**config.mk**
```make
export PLATFORM = sky130hd
export DESIGN_NAME = spi_master_shift_engine
export DESIGN_NICKNAME = d
export VERILOG_FILES = /design/src/smse_pkg.sv /design/src/smse_out_buf.sv /design/src/spi_master_shift_engine.sv
export VERILOG_INCLUDE_DIRS = /design/src /design/src/src
export SDC_FILE = /design/constraint.sdc
export NUM_CORES = 1
export LEC_CHECK = 0
export BUFFER_PORTS_ARGS = -buffer_cell sky130_fd_sc_hd__buf_2
export CORE_MARGIN = 5
export CORE_UTILIZATION = 25
export CTS_CLUSTER_SIZE = 28
export DETAILED_ROUTE_END_ITERATION = 10
export PLACE_DENSITY_LB_ADDON = 0.1
export SYNTH_ARGS = -nofsm -noshare
export SYNTH_HDL_FRONTEND = slang
export SYNTH_HIERARCHICAL = 1
export SYNTH_SLANG_ARGS = --single-unit
```
**constraint.sdc**
```tcl
create_clock -name clock -period 4 [get_ports clock]
set_input_delay 0.2 -clock clock [delete_from_list [all_inputs] [get_ports clock]]
set_output_delay 0.2 -clock clock [all_outputs]
set_load 0.01 [all_outputs]
```
**src/spi_master_shift_engine_assert.svh**
```systemverilog
// ---------------------------------------------------------------------------
// SPI master shift engine assertion macros
// Concurrent assertion wrappers used at the end of the top level.
// ---------------------------------------------------------------------------
`ifndef SPI_MASTER_SHIFT_ENGINE_ASSERT_SVH
`define SPI_MASTER_SHIFT_ENGINE_ASSERT_SVH

// Same-cycle implication, checked on every rising clock edge out of reset.
`define SMSE_ASSERT_NOW(label, ante, cons, msg) \
   label: assert property (@(posedge clock) disable iff (reset) (ante) |-> (cons)) \
      else $error(msg);

// Next-cycle implication, checked on every rising clock edge out of reset.
`define SMSE_ASSERT_NEXT(label, ante, cons, msg) \
   label: assert property (@(posedge clock) disable iff (reset) (ante) |=> (cons)) \
      else $error(msg);

`endif

```
**src/smse_pkg.sv**
```systemverilog
// ---------------------------------------------------------------------------
// SPI master shift engine package
// Widths, command and register codes, result type and word size helpers.
// ---------------------------------------------------------------------------
package smse_pkg;

   localparam int WORD_W        = 32;
   localparam int MAX_WORD_BITS = 32;
   localparam int COUNT_W       = 6;
   localparam int CMD_W         = 3;
   localparam int CSR_INDEX_W   = 3;
   localparam int CSR_DATA_W    = 2;
   localparam int REQ_DATA_W    = 40;
   localparam int RSP_DATA_W    = 40;

   localparam logic [CMD_W-1:0] CMD_TICK     = 3'd0;
   localparam logic [CMD_W-1:0] CMD_START    = 3'd1;
   localparam logic [CMD_W-1:0] CMD_SEL_ON   = 3'd2;
   localparam logic [CMD_W-1:0] CMD_SEL_OFF  = 3'd3;
   localparam logic [CMD_W-1:0] CMD_RELEASE  = 3'd4;

   localparam logic [CSR_INDEX_W-1:0] REG_CLOCK_IDLE_HIGH = 3'd0;
   localparam logic [CSR_INDEX_W-1:0] REG_SELECT_HIGH     = 3'd1;
   localparam logic [CSR_INDEX_W-1:0] REG_SAMPLE_FIRST    = 3'd2;
   localparam logic [CSR_INDEX_W-1:0] REG_WORD_SIZE       = 3'd3;
   localparam logic [CSR_INDEX_W-1:0] REG_AUTO_SELECT     = 3'd4;

   localparam logic [1:0] SIZE_8  = 2'd0;
   localparam logic [1:0] SIZE_16 = 2'd1;

   typedef struct packed {
      logic              sck_level;
      logic              sdo_level;
      logic              select_level;
      logic              busy_res;
      logic              done_res;
      logic [WORD_W-1:0] rx_word;
   } result_type;

   function automatic logic [COUNT_W-1:0] word_bits(input logic [1:0] code);
      logic [COUNT_W-1:0] n;
      case (code)
         SIZE_8:  n = COUNT_W'(8);
         SIZE_16: n = COUNT_W'(16);
         default: n = COUNT_W'(32);
      endcase
      if (n > COUNT_W'(MAX_WORD_BITS)) begin
         n = COUNT_W'(MAX_WORD_BITS);
      end
      return n;
   endfunction

   function automatic logic [WORD_W-1:0] word_mask(input logic [1:0] code);
      logic [COUNT_W-1:0] sh;
      sh = COUNT_W'(WORD_W) - word_bits(code);
      return {WORD_W{1'b1}} >> sh;
   endfunction

   function automatic logic tx_bit(input logic [WORD_W-1:0] w,
                                   input logic [COUNT_W-1:0] n);
      logic [COUNT_W-1:0] idx;
      idx = n - COUNT_W'(1);
      if (n == '0 || n > COUNT_W'(WORD_W)) begin
         return 1'b0;
      end
      return w[idx[4:0]];
   endfunction

endpackage

```
**src/smse_out_buf.sv**
```systemverilog
// ---------------------------------------------------------------------------
// SPI master shift engine result buffer
// Two-entry output register with skid stage so the engine can still accept
// while one result waits on the downstream side.
// ---------------------------------------------------------------------------
module smse_out_buf (
   input  logic                clock,
   input  logic                reset,
   input  logic                push,
   input  smse_pkg::result_type push_data,
   output logic                push_ready,
   output logic                out_valid,
   input  logic                out_ready,
   output smse_pkg::result_type out_data
);
   import smse_pkg::*;

   logic       main_valid_ff, main_valid_in;
   logic       skid_valid_ff, skid_valid_in;
   result_type main_ff, main_in;
   result_type skid_ff, skid_in;
   logic       pop;

   assign pop        = main_valid_ff & out_ready;
   assign push_ready = ~skid_valid_ff;
   assign out_valid  = main_valid_ff;
   assign out_data   = main_ff;

   always_comb begin
      main_valid_in = main_valid_ff;
      skid_valid_in = skid_valid_ff;
      main_in       = main_ff;
      skid_in       = skid_ff;
      if (skid_valid_ff) begin
         if (pop) begin
            main_in       = skid_ff;
            skid_valid_in = 1'b0;
         end
      end else if (push) begin
         if (!main_valid_ff || pop) begin
            main_in       = push_data;
            main_valid_in = 1'b1;
         end else begin
            skid_in       = push_data;
            skid_valid_in = 1'b1;
         end
      end else if (pop) begin
         main_valid_in = 1'b0;
      end
   end

   always_ff @(posedge clock) begin
      if (reset) begin
         main_valid_ff <= 1'b0;
         skid_valid_ff <= 1'b0;
      end else begin
         main_valid_ff <= main_valid_in;
         skid_valid_ff <= skid_valid_in;
      end
      main_ff <= main_in;
      skid_ff <= skid_in;
   end

endmodule

```
**src/spi_master_shift_engine.sv**
```systemverilog
// ---------------------------------------------------------------------------
// SPI master shift engine
// Results are formed combinationally and registered in the result buffer.
// Throughput: one request beat per cycle while the result buffer has room;
// the engine state updates in the accepting cycle, and a two-entry result
// buffer absorbs downstream stalls. Reset: synchronous; the shifter is idle,
// SCK and SDO low, select inactive, mode 1, 8-bit words, automatic select.
// ---------------------------------------------------------------------------
module spi_master_shift_engine (
   input  logic                                clock,
   input  logic                                reset,
   // tdata: tx_word[31:0], sdi_level[32], zero fill [39:33]
   input  logic [smse_pkg::REQ_DATA_W-1:0]     req_tdata,
   // tuser: command[2:0]
   input  logic [smse_pkg::CMD_W-1:0]          req_tuser,
   input  logic                                req_tvalid,
   output logic                                req_tready,
   // tdata: sck_level[0], sdo_level[1], select_level[2], busy_res[3],
   //        rx_word[35:4], zero fill [39:36]
   output logic [smse_pkg::RSP_DATA_W-1:0]     rsp_tdata,
   // tuser: done_res[0]
   output logic                                rsp_tuser,
   output logic                                rsp_tvalid,
   input  logic                                rsp_tready,
   input  logic                                csr_we,
   input  logic [smse_pkg::CSR_INDEX_W-1:0]    csr_index,
   input  logic [smse_pkg::CSR_DATA_W-1:0]     csr_wdata
);
   import smse_pkg::*;

   logic               clock_idle_ff;
   logic               select_high_ff;
   logic               sample_first_ff;
   logic [1:0]         word_size_ff;
   logic               auto_select_ff;

   logic [WORD_W-1:0]  tx_shift_ff, tx_shift_in;
   logic [WORD_W-1:0]  rx_shift_ff, rx_shift_in;
   logic [COUNT_W-1:0] bits_left_ff, bits_left_in;
   logic               half_phase_ff, half_phase_in;
   logic               shifting_ff, shifting_in;
   logic               sck_ff, sck_in;
   logic               sdo_ff, sdo_in;
   logic               select_on_ff, select_on_in;

   logic               accept;
   logic [CMD_W-1:0]   cmd;
   logic [WORD_W-1:0]  tx_word;
   logic               sdi;
   logic [COUNT_W-1:0] bits_dec;
   logic [COUNT_W-1:0] start_bits;
   logic [WORD_W-1:0]  start_word;
   logic               done;
   logic [WORD_W-1:0]  rx_word;
   result_type         result;
   result_type         out_data;

   assign accept  = req_tvalid & req_tready;
   assign cmd     = req_tuser;
   assign tx_word = req_tdata[WORD_W-1:0];
   assign sdi     = req_tdata[WORD_W];

   always_comb begin
      tx_shift_in   = tx_shift_ff;
      rx_shift_in   = rx_shift_ff;
      bits_left_in  = bits_left_ff;
      half_phase_in = half_phase_ff;
      shifting_in   = shifting_ff;
      sck_in        = sck_ff;
      sdo_in        = sdo_ff;
      select_on_in  = select_on_ff;
      done          = 1'b0;
      rx_word       = '0;
      bits_dec      = (bits_left_ff == '0) ? '0 : bits_left_ff - COUNT_W'(1);
      start_bits    = word_bits(word_size_ff);
      start_word    = tx_word & word_mask(word_size_ff);
      if (accept) begin
         unique case (cmd)
            CMD_TICK: begin
               if (shifting_ff) begin
                  if (!half_phase_ff) begin
                     sck_in = ~clock_idle_ff;
                     if (sample_first_ff) begin
                        rx_shift_in = {rx_shift_ff[WORD_W-2:0], sdi};
                     end else begin
                        sdo_in = tx_bit(tx_shift_ff, bits_left_ff);
                     end
                     half_phase_in = 1'b1;
                  end else begin
                     sck_in = clock_idle_ff;
                     if (!sample_first_ff) begin
                        rx_shift_in = {rx_shift_ff[WORD_W-2:0], sdi};
                     end
                     half_phase_in = 1'b0;
                     bits_left_in  = bits_dec;
                     if (bits_dec == '0) begin
                        shifting_in = 1'b0;
                        done        = 1'b1;
                        rx_word     = rx_shift_in & word_mask(word_size_ff);
                        if (auto_select_ff) begin
                           select_on_in = 1'b0;
                        end
                     end else if (sample_first_ff) begin
                        sdo_in = tx_bit(tx_shift_ff, bits_dec);
                     end
                  end
               end
            end
            CMD_START: begin
               if (!shifting_ff) begin
                  tx_shift_in   = start_word;
                  rx_shift_in   = '0;
                  bits_left_in  = start_bits;
                  half_phase_in = 1'b0;
                  shifting_in   = 1'b1;
                  sck_in        = clock_idle_ff;
                  if (auto_select_ff) begin
                     select_on_in = 1'b1;
                  end
                  if (sample_first_ff) begin
                     sdo_in = tx_bit(start_word, start_bits);
                  end
               end
            end
            CMD_SEL_ON: select_on_in = 1'b1;
            CMD_SEL_OFF: select_on_in = 1'b0;
            CMD_RELEASE: begin
               shifting_in   = 1'b0;
               bits_left_in  = '0;
               half_phase_in = 1'b0;
               sck_in        = clock_idle_ff;
               sdo_in        = 1'b0;
               select_on_in  = 1'b0;
            end
            default: begin
            end
         endcase
      end
   end

   always_comb begin
      result.sck_level    = sck_in;
      result.sdo_level    = sdo_in;
      result.select_level = select_on_in ? select_high_ff : ~select_high_ff;
      result.busy_res     = shifting_in;
      result.done_res     = done;
      result.rx_word      = rx_word;
   end

   always_ff @(posedge clock) begin
      if (reset) begin
         clock_idle_ff   <= 1'b0;
         select_high_ff  <= 1'b0;
         sample_first_ff <= 1'b0;
         word_size_ff    <= SIZE_8;
         auto_select_ff  <= 1'b1;
         tx_shift_ff     <= '0;
         rx_shift_ff     <= '0;
         bits_left_ff    <= '0;
         half_phase_ff   <= 1'b0;
         shifting_ff     <= 1'b0;
         sck_ff          <= 1'b0;
         sdo_ff          <= 1'b0;
         select_on_ff    <= 1'b0;
      end else begin
         tx_shift_ff   <= tx_shift_in;
         rx_shift_ff   <= rx_shift_in;
         bits_left_ff  <= bits_left_in;
         half_phase_ff <= half_phase_in;
         shifting_ff   <= shifting_in;
         sdo_ff        <= sdo_in;
         select_on_ff  <= select_on_in;
         if (csr_we && (csr_index == REG_CLOCK_IDLE_HIGH) && !shifting_ff) begin
            sck_ff <= csr_wdata[0];
         end else begin
            sck_ff <= sck_in;
         end
         if (csr_we) begin
            unique case (csr_index)
               REG_CLOCK_IDLE_HIGH: clock_idle_ff <= csr_wdata[0];
               REG_SELECT_HIGH:  select_high_ff  <= csr_wdata[0];
               REG_SAMPLE_FIRST: sample_first_ff <= csr_wdata[0];
               REG_WORD_SIZE:    word_size_ff    <= csr_wdata;
               REG_AUTO_SELECT:  auto_select_ff  <= csr_wdata[0];
               default: begin
               end
            endcase
         end
      end
   end

   smse_out_buf u_out_buf (
      .clock      (clock),
      .reset      (reset),
      .push       (accept),
      .push_data  (result),
      .push_ready (req_tready),
      .out_valid  (rsp_tvalid),
      .out_ready  (rsp_tready),
      .out_data   (out_data)
   );

   assign rsp_tdata = {4'b0000, out_data.rx_word, out_data.busy_res,
                       out_data.select_level, out_data.sdo_level,
                       out_data.sck_level};
   assign rsp_tuser = out_data.done_res;

`include "spi_master_shift_engine_assert.svh"

   `SMSE_ASSERT_NOW(a_idle_no_bits, !shifting_ff, bits_left_ff == '0, "idle with bits left")
   `SMSE_ASSERT_NOW(a_busy_has_bits, shifting_ff, bits_left_ff != '0, "busy with no bits left")
   `SMSE_ASSERT_NOW(a_half_in_shift, half_phase_ff, shifting_ff, "half phase set while idle")
   `SMSE_ASSERT_NEXT(a_done_ends_busy, accept && done, !shifting_ff, "shifter busy after done")

endmodule

```
Word-level counts from Yosys, hierarchy flattened
Cells that the tools add are included.
Widths: inputs -> output; s select.
- add/subtract/negate cells: 5
- shift-type cells: 2
- reductions and logical operators: 32
- equal/unequal tests: 15
- magnitude comparators: 8
- bitwise gates (word level): 9
- muxes and demuxes: 110
- operators with widths (operator ; number):
    $mux 32 ; 13
    $mux 37 ; 4
    $mux 6 ; 16
    $mux 1 ; 66
    $and 32x32->32 ; 2
    $pmux 32 s2 ; 1
    $shr 32x6->32 const A ; 2
    $gt 6x6->1 const B ; 5
    $logic_not 6->1 ; 3
    $lt 5x6->1 const B ; 3
    $pmux 6 s3 ; 1
    $bmux 1 s5 ; 3
    $eq 3x2->1 const B ; 4
    $pmux 1 s3 ; 4
    $pmux 6 s2 ; 1
    $reduce_and 3->1 ; 4
    $sub 6x6->6 const A ; 2
    $reduce_and 2->1 ; 5
    $reduce_and 5->1 ; 2
    $sub 5x1->5 const B ; 2
    $ne 2x2->1 const B ; 4
    $reduce_bool 2->1 ; 4
    $eq 3x1->1 const B ; 2
    $eq 3x3->1 const B ; 2
    other kinds (15) ; 26
- flip-flop bits (word level): 157
- word-level logic and storage cells: 208
- bits of input ports: 53
- output and inout bits: 43

Longest topological paths before layout
- word-level depth: 25
- mapped depth: 16
- gate-level depth less buffers: 14

Modules after synthesis
Netlist, hierarchy kept.
- modules (own cells, without submodules) (module ; area an instance (µm²) ; instances ; seq. area each (µm²) ; cells an instance):
    spi_master_shift_engine ; 4809.6 ; 1 ; 1621.6 ; 600
    smse_out_buf ; 2987.9 ; 1 ; 2262.2 ; 129

Least setup slack after synthesis
OpenSTA, ideal clock, no wires.
- path type: reg2reg
- start point: register bits_left_ff[0]
- end point: register u_out_buf.main_ff (netlist bit u_out_buf/out_data[35]) (data pin)
- setup time: 0.260 ns
- path slack: 0.249 ns
- cell stages (with the launch flop): 17
- buffers on the path: 3
- period minus slack after synthesis: 3.751 ns
- data required time: 3.740 ns
- arrival time: 3.491 ns
- cell sequence: dfxtp_1 -> buf_2 -> buf_2 -> inv_1 -> ha_1 -> nor4b_2 -> a21oi_1 -> inv_2 -> ha_1 -> clkbuf_1 -> a21oi_1 -> o221ai_1 -> o2111ai_1 -> o211ai_1 -> o31a_1 -> nor3_1 -> mux2_4
- RTL lines (element ; line ; source):
    start: declaration ; spi_master_shift_engine.sv:39 ; logic [COUNT_W-1:0] bits_left_ff, bits_left_in;
    start signal: assignment ; spi_master_shift_engine.sv:168 ; bits_left_ff <= bits_left_in;
    end signal: assignment ; smse_out_buf.sv:60 ; main_ff <= main_in;
    end: declaration ; smse_out_buf.sv:20 ; result_type main_ff, main_in;

==> results_dict.tcl <==
set metrics [dict create \
    hold_violations 0 \
    grt_pass1_vias 5674 \
    fin_crit_sh_pct 92.1 \
    cp-start-kind "flop" \
    num_antenna_cells 0 \
    grt-ovfl-total 0 \
    antenna_found_initial 0 \
    post_cts_buffers 0 \
    synth_enable_flop_cells 74 \
    drtIter0Drc 284 \
    cts_buffers 17 \
    grt_first_pass_wirelength_mm 31.9 \
    start_util_pct 25.4 \
    fmax_ghz 0.272 \
    placed_cell_area_um2 8560 \
    regArea_um2 3890 \
    multi_input_comb_area_um2 3590 \
    rsz0062_at_grt "no" \
    detail-route-antenna-nets 0 \
    wl_mm 19.4 \
    crit_fanout 15 \
    rows 64 \
    clk_pin_slew_worst_paths_ps 70 \
    cts_max_level 4 \
    finalSetupViolCount 0 \
    gp_congestion 0.862 \
    instances_no_fill 1208 \
    cts_root_buffer "clkbuf_16" \
    path_cells "inv_1, ha_1, nor4b_4, a21oi_1, inv_2, ha_1, inv_1, o31a_1, o221ai_1, o2111ai_1, o211ai_1, o31a_1, nor3_1, mux2_4" \
    max_cap_viol_count 0 \
    r2r-start "bits_left_ff[1]" \
    drc 0 \
    fin_crit_ps 3680 \
    status "complete, no violations" \
    synthFlopType "dfxtp_1" \
    ys_ff_latch 157 \
    track_usage_pct 11.2 \
    die_w_um 187 \
    timing_worst_slew_pin_value_ps 1100 \
    final_max_slew_viol_count 0 \
    synth_area_leaders "edfxtp_1 28%, dfxtp_1 21%, mux2_4 7.1%, mux2i_1 6.2%, nor2_1 4.3%" \
    dr.pass1.iters 4 \
    fp.dieH_um 187 \
    cp.arrival_ps 3850 \
    die_area_um2 34800 \
    peakVddDrop_mv 0.233 \
    hold_path_class "input port to flop" \
    async_flop_share_pct 0 \
    cp_slowest_cell "ha_1" \
    io_buffers 84 \
    yosysTopAreaCell "edfxtp_1" \
    cp-end-kind "flop" \
    coreArea_um2 30700 \
    layout_common_cells "89 x nor2_1, 84 x buf_2, 81 x dfxtp_1" \
    syn_area_um2 7800 \
    cts.sink_count 157 \
    clk-insertion-delay-late_ps 430 \
    cp-startpoint "bits_left_ff[1]" \
    routed-via-count 5577 \
    cp.required_ps 4170 \
    critPathBufInv 3 \
    fin_tns_setup_ps 0 \
    pin_count 96 \
    timing.hold.ws_ps 26.1 \
    hold_start "req_tdata[10]" \
    grt_max_degree 57 \
    syn_avg_cell_area_um2 10.7 \
    fin_util_pct 29.9 \
    cp_slowest_stage_delay_ps 640 \
    hpwl_mm 13.6 \
    crit_type "flop to flop" \
    fill_cells 3175 \
    dp.cells 1174 \
    fin_nets 858 \
    layout-drive-gt1-share_pct 24.8 \
    synthCells 729 \
    vias_per_cell 4.62 \
    cts_tree "built" \
    finClkSkew_ps 20.3 \
    slew_headroom_pct 26.4 \
    wl_per_cell_um 16.1 \
    ys_types 64 \
    clk_path_buf_depth 2 \
    seq_area_frac_synth_pct 49.8 \
    areaGrowthSynthToFinish_pct 17.8 \
    path_delay_family "compound AO/OA/AOI/OAI gates" \
    final_common_cell "nor2_1" \
    power_density_nw_per_um2 424 \
    p_leak_nw 3.12 \
    yosysWarnings 6 \
    yosysTopAreaCellShare_pct 28.5 \
    final_area_um2 9190 \
]
==> area by class of cell <==
class	instances	share of cell area, %
clock inverter	15	1.87
multi-input combinational	504	39.0
clock buffer	17	4.63
sequential	157	42.3
timing repair buffer	101	6.02
tap	396	5.39
inverter	18	0.736
==> what timing repair did <==
action,CTS,global route
hold buffers,2,0
gates resized for setup,0,1
setup endpoints to repair,0,1
hold endpoints to repair,2,0
==> metal layers <==
metal	vias up	share of wire (%)	track usage, %
met4	0	0.54	3.05
met1	2679	49	15.4
li1	2781	-	-
met3	5	3.9	2.80
met5	-	0	0
met2	112	46	17.4
==> metrics by stage <==
step | total power (W) | worst slack [ps]
floorplan | 0.00216 | 249
CTS | 0.00397 | 295
global placement | 0.00231 | 459
global route | 0.00410 | 59.1
finish | 0.00390 | 318
detailed placement | 0.00231 | 339
==> cells by family after synthesis <==
group	synth area share (%)
buffers and inverters	4.75
other	0.0481
multiplexers	17.2
flip-flops	49.8
AO/OA/AOI/OAI	11.5
AND/OR/NAND/NOR	14.6
adder cells (fa/ha/maj)	0.963
XOR/XNOR	1.12
==> registers in the layout, summed over array words and instances, names as in the netlist, 2 cells and up <==
name	flops
u_out_buf/out_data	37
u_out_buf/skid_ff	37
rx_shift_ff	32
tx_shift_ff	32
bits_left_ff	6
word_size_ff	2
==> final timing paths <==
check                                end  slack [ps]  cells after the start
setup / recovery  u_out_buf/out_data[35]         320                     14
hold / removal           tx_shift_ff[10]          30                      3
setup reg to reg  u_out_buf/out_data[35]         320                     14
hold reg to reg           tx_shift_ff[9]         470                      2
==> worst register-to-register path, stage by stage, from the launching register on <==
cell	delay, ps
dfxtp_1	400
inv_1	80
ha_1	220
nor4b_4	160
a21oi_1	290
inv_2	160
ha_1	650
inv_1	160
o31a_1	270
o221ai_1	180
o2111ai_1	140
o211ai_1	140
o31a_1	190
nor3_1	100
mux2_4	280
==> power breakdown <==
group          leakage, nW  internal, W  switching, W
clock network        0.290     0.000843      0.000778
logic                 1.50     0.000201      0.000294
registers             1.34      0.00175     0.0000268
==> cell usage after synthesis (2+ instances only) <==
library cell and count:
or2_2 3, nor3_1 12, ha_1 6, o211ai_1 2
nand2b_1 7, and3_1 3, buf_1 2, edfxtp_1 74
nor2_1 90, and2_1 5, mux4_2 12, a211oi_1 5
buf_6 2, nand2_1 66, and4_1 2, mux2_4 37
buf_2 7, o221ai_1 3, mux2i_1 48, mux2_2 3
a21oi_1 53, a22oi_1 36, inv_1 17, nand3b_1 8
xor2_1 5, buf_12 4, xnor2_1 5, nor2b_1 8
o31a_1 3, nor3b_1 2, clkbuf_1 34, nand4_1 2
nand3_1 30, a31oi_1 3, o31ai_1 3, dfxtp_1 83
o21ai_0 14, buf_4 4
(Power assumes the default switching activity.)
